==> config.mk <==
export PLATFORM = sky130hd
export DESIGN_NAME = vfs_fifo
export DESIGN_NICKNAME = d
export VERILOG_FILES = /design/src/sv/vfs_fifo.sv
export SDC_FILE = /design/constraint.sdc
export NUM_CORES = 1
export LEC_CHECK = 0
export ABC_AREA = 1
export BUFFER_PORTS_ARGS = -buffer_cell sky130_fd_sc_hd__buf_2
export CAP_MARGIN = 30
export CORE_AREA = 2 2 39 41
export DETAILED_ROUTE_END_ITERATION = 8
export DIE_AREA = 0 0 41 43
export PLACE_DENSITY = 0.39
export SYNTH_ARGS = -nofsm -noshare
export SYNTH_HDL_FRONTEND = slang
export SYNTH_SLANG_ARGS = --single-unit
==> constraint.sdc <==
create_clock -name clk -period 2.5 [get_ports clk]
set_input_delay 0.25 -clock clk [delete_from_list [all_inputs] [get_ports clk]]
set_output_delay 0.25 -clock clk [all_outputs]
set_load 0.01 [all_outputs]
==> src/sv/vfs_fifo.sv <==
module vfs_fifo #(
    parameter int WIDTH = 1,
    parameter int DEPTH = 2
) (
    input  logic             clk,
    input  logic             rst_n,
    input  logic             wr,
    input  logic [WIDTH-1:0] wdata,
    output logic             full,
    input  logic             rd,
    output logic [WIDTH-1:0] rdata,
    output logic             empty
);

    localparam int PTR_W = (DEPTH > 1) ? $clog2(DEPTH) : 1;
    localparam int CNT_W = $clog2(DEPTH + 1);

    logic [WIDTH-1:0] mem [DEPTH];
    logic [PTR_W-1:0] wr_ptr_reg, wr_ptr_next;
    logic [PTR_W-1:0] rd_ptr_reg, rd_ptr_next;
    logic [CNT_W-1:0] count_reg, count_next;

    always_comb
    begin
        wr_ptr_next = wr_ptr_reg;
        rd_ptr_next = rd_ptr_reg;
        count_next  = count_reg;
        if (wr)
        begin
            wr_ptr_next = (wr_ptr_reg == PTR_W'(DEPTH - 1)) ? '0 : wr_ptr_reg + PTR_W'(1);
        end
        if (rd)
        begin
            rd_ptr_next = (rd_ptr_reg == PTR_W'(DEPTH - 1)) ? '0 : rd_ptr_reg + PTR_W'(1);
        end
        if (wr && !rd)
        begin
            count_next = count_reg + CNT_W'(1);
        end
        else if (rd && !wr)
        begin
            count_next = count_reg - CNT_W'(1);
        end
    end

    always_ff @(posedge clk or negedge rst_n)
    begin
        if (!rst_n)
        begin
            wr_ptr_reg <= '0;
            rd_ptr_reg <= '0;
            count_reg  <= '0;
        end
        else
        begin
            wr_ptr_reg <= wr_ptr_next;
            rd_ptr_reg <= rd_ptr_next;
            count_reg  <= count_next;
        end
    end

    always_ff @(posedge clk)
    begin
        if (wr)
        begin
            mem[wr_ptr_reg] <= wdata;
        end
    end

    assign rdata = mem[rd_ptr_reg];
    assign full  = (count_reg == CNT_W'(DEPTH));
    assign empty = (count_reg == '0);

endmodule

==> flow_metrics.tcl <==
set metrics [dict create \
    synthArstFlopShare 0.667 \
    drc 0 \
    rsz0062_at_grt "false" \
    ys_top_cells_by_count "nand2_1 (9), inv_1 (6), dfrtp_1 (4)" \
    setup_ws_ns 1.17 \
    synth.most_common_cell "nand2_1" \
    syn-mean-instance-area_sq_um 9.03 \
    ys.flop_type "dfrtp_1" \
    wl_met2_um 252 \
    nets 51 \
    dp_slack_ns 1.38 \
    io-pin-count 8 \
    place_hpwl_um 442 \
    wl_met3_um 57 \
    path_clk_slew_ns 0.05 \
    critPathArrivalTime_ns 1.08 \
    status "finished clean" \
    synth_top_area_frac 0.346 \
    hold_viol_final 0 \
    r2r_cells 5 \
    cap_violations 0 \
    die_y_um 43 \
    area_growth_pct 31.6 \
    r2r_slack_ns 1.67 \
    tns_ns 0 \
    synth_seq_cells 6 \
    cts_setup_buffers 0 \
    initial_core_util 0.209 \
    cts_tree "done" \
    first_iter_violations 5 \
    antenna_left 0 \
    power.density_nw_per_um2 983 \
    placed_area_sq_um 344 \
    cts.path.max_buffers 2 \
    synth_area_leaders "dfrtp_1 (35%), edfxtp_1 (21%), nand2_1 (12%)" \
    diodes 0 \
    cp-start-kind "flop" \
    routed_wl_um 568 \
    r2r-end "count_reg[1]" \
    drv_slew 0 \
    fmax_mhz 751 \
    port_buffers 7 \
    die-area_sq_um 1760 \
    ctsHoldBuffers 1 \
    syn_area_sq_um 289 \
    synth-edff-count 2 \
    worstPathMaxFanout 2 \
    hold_path_end "mem[1]" \
    fin_crit_sh 0.533 \
    cts-root-buf "clkbuf_4" \
    grtUsageTotal 0.0960 \
    synth.distinct_cells 11 \
    required_ns 2.25 \
    grt_pass1_vias 237 \
    syn_nets 38 \
    gp_congestion 0.673 \
    routedWlPerCell_um 9.47 \
    vias 227 \
    irDropWorstVdd_uv 321 \
    layout-drive-gt1-share 0.295 \
    clk_latency_ns 0.25 \
    wl_met1_um 242 \
    leakagePower_nw 0.208 \
    synth_cells 32 \
    routed_via_density 3.78 \
    utilization 0.275 \
    grt_pass1_wl_um 966 \
    overflow 0 \
    layout_min_cycle_time_ns 1.33 \
    setup_viol 0 \
    antenna_found_initial 0 \
    worstMarginPinSlew_ns 0.171 \
    clock_sinks 6 \
    crit_type "reg2out" \
    fillerInstances 150 \
    total_power_mw 0.374 \
    first_pass_iters 4 \
    die_w_um 41 \
    htreeDepth 1 \
    grt_max_degree 6 \
    yosysSeqAreaShare 0.554 \
    top_layer "met4" \
    synth_top_area_cell "dfrtp_1" \
    hp-class "in2reg" \
    final_area_sq_um 380 \
    std_cell_rows 14 \
    coreArea_sq_um 1380 \
    r2r-start "count_reg[0]" \
    hold_path_startpoint "wdata" \
    worst_setup_path_end_kind "output pin" \
    ys_warn_count 0 \
    cts_repair_resize_count 0 \
    cts_buffers 3 \
    relSlewSlack 0.886 \
    finClkSkew_ns 0.000111 \
    whs_path_depth 1 \
]
worst max-delay path, stage by stage (launching register included):
cell,delay (ns)
dfrtp_1,0.37
mux2_2,0.33
buf_2,0.13
worst max-delay path by stage:
stage                     startpoint            to  slack, ns  depth (start not counted)
after global placement    rd_ptr_reg         rdata       1.42                          2
after CTS                 rd_ptr_reg         rdata       1.14                          2
after floorplan           rd_ptr_reg         rdata       1.55                          1
after detailed placement          rd  count_reg[1]       1.38                          8
final                     rd_ptr_reg         rdata       1.17                          2
after global routing      rd_ptr_reg         rdata       1.09                          2
logic make-up (layout without fill, tap and decap cells):
group	Yosys count	after routing	share of synthesized area
simple gates	15	15	0.212
buf+inv	7	19	0.0909
flops	6	6	0.554
xor+xnor	2	2	0.0606
fa+ha+maj	1	1	0.0433
mux	1	1	0.0390
power breakdown:
group          switching, mW  total (mW)  leakage [nW]  internal, mW
Clock                 0.0377      0.0983        0.0150        0.0606
Combinational         0.0571       0.107         0.127        0.0501
Sequential            0.0291       0.169        0.0660         0.139
cells in the final DEF, fill, tap and decap left out, drive strengths merged:
master,count
nand3,2
ha,1
xor2,2
nor2,3
nand2,10
edfxtp,2
mux2,1
buf,7
clkbuf,4
dlygate4sd3,1
dfrtp,4
inv,7
layer usage:
layer  up-vias  GRT usage
li1        119          -
met1        97     0.0918
met2         9      0.116
met3         2     0.0785
met4         0      0.100
met5         -          0
cell type report:
class	count	area, sq um	share of cell area
Inverter	7	26.3	0.0691
Clock buffer	4	26.3	0.0691
Timing Repair Buffer	8	45.0	0.118
Tap cell	16	20.0	0.0526
Multi-Input combinational cell	19	103	0.270
Sequential cell	6	160	0.421
stage by stage:
stage	std cells	hold slack, ns
global route	60	0.181
CTS	60	0.173
global placement	55	0.0578
floorplan	32	-0.0456
detailed placement	55	0.0629
finish	60	0.184
Power figures use the tool's default switching activity.
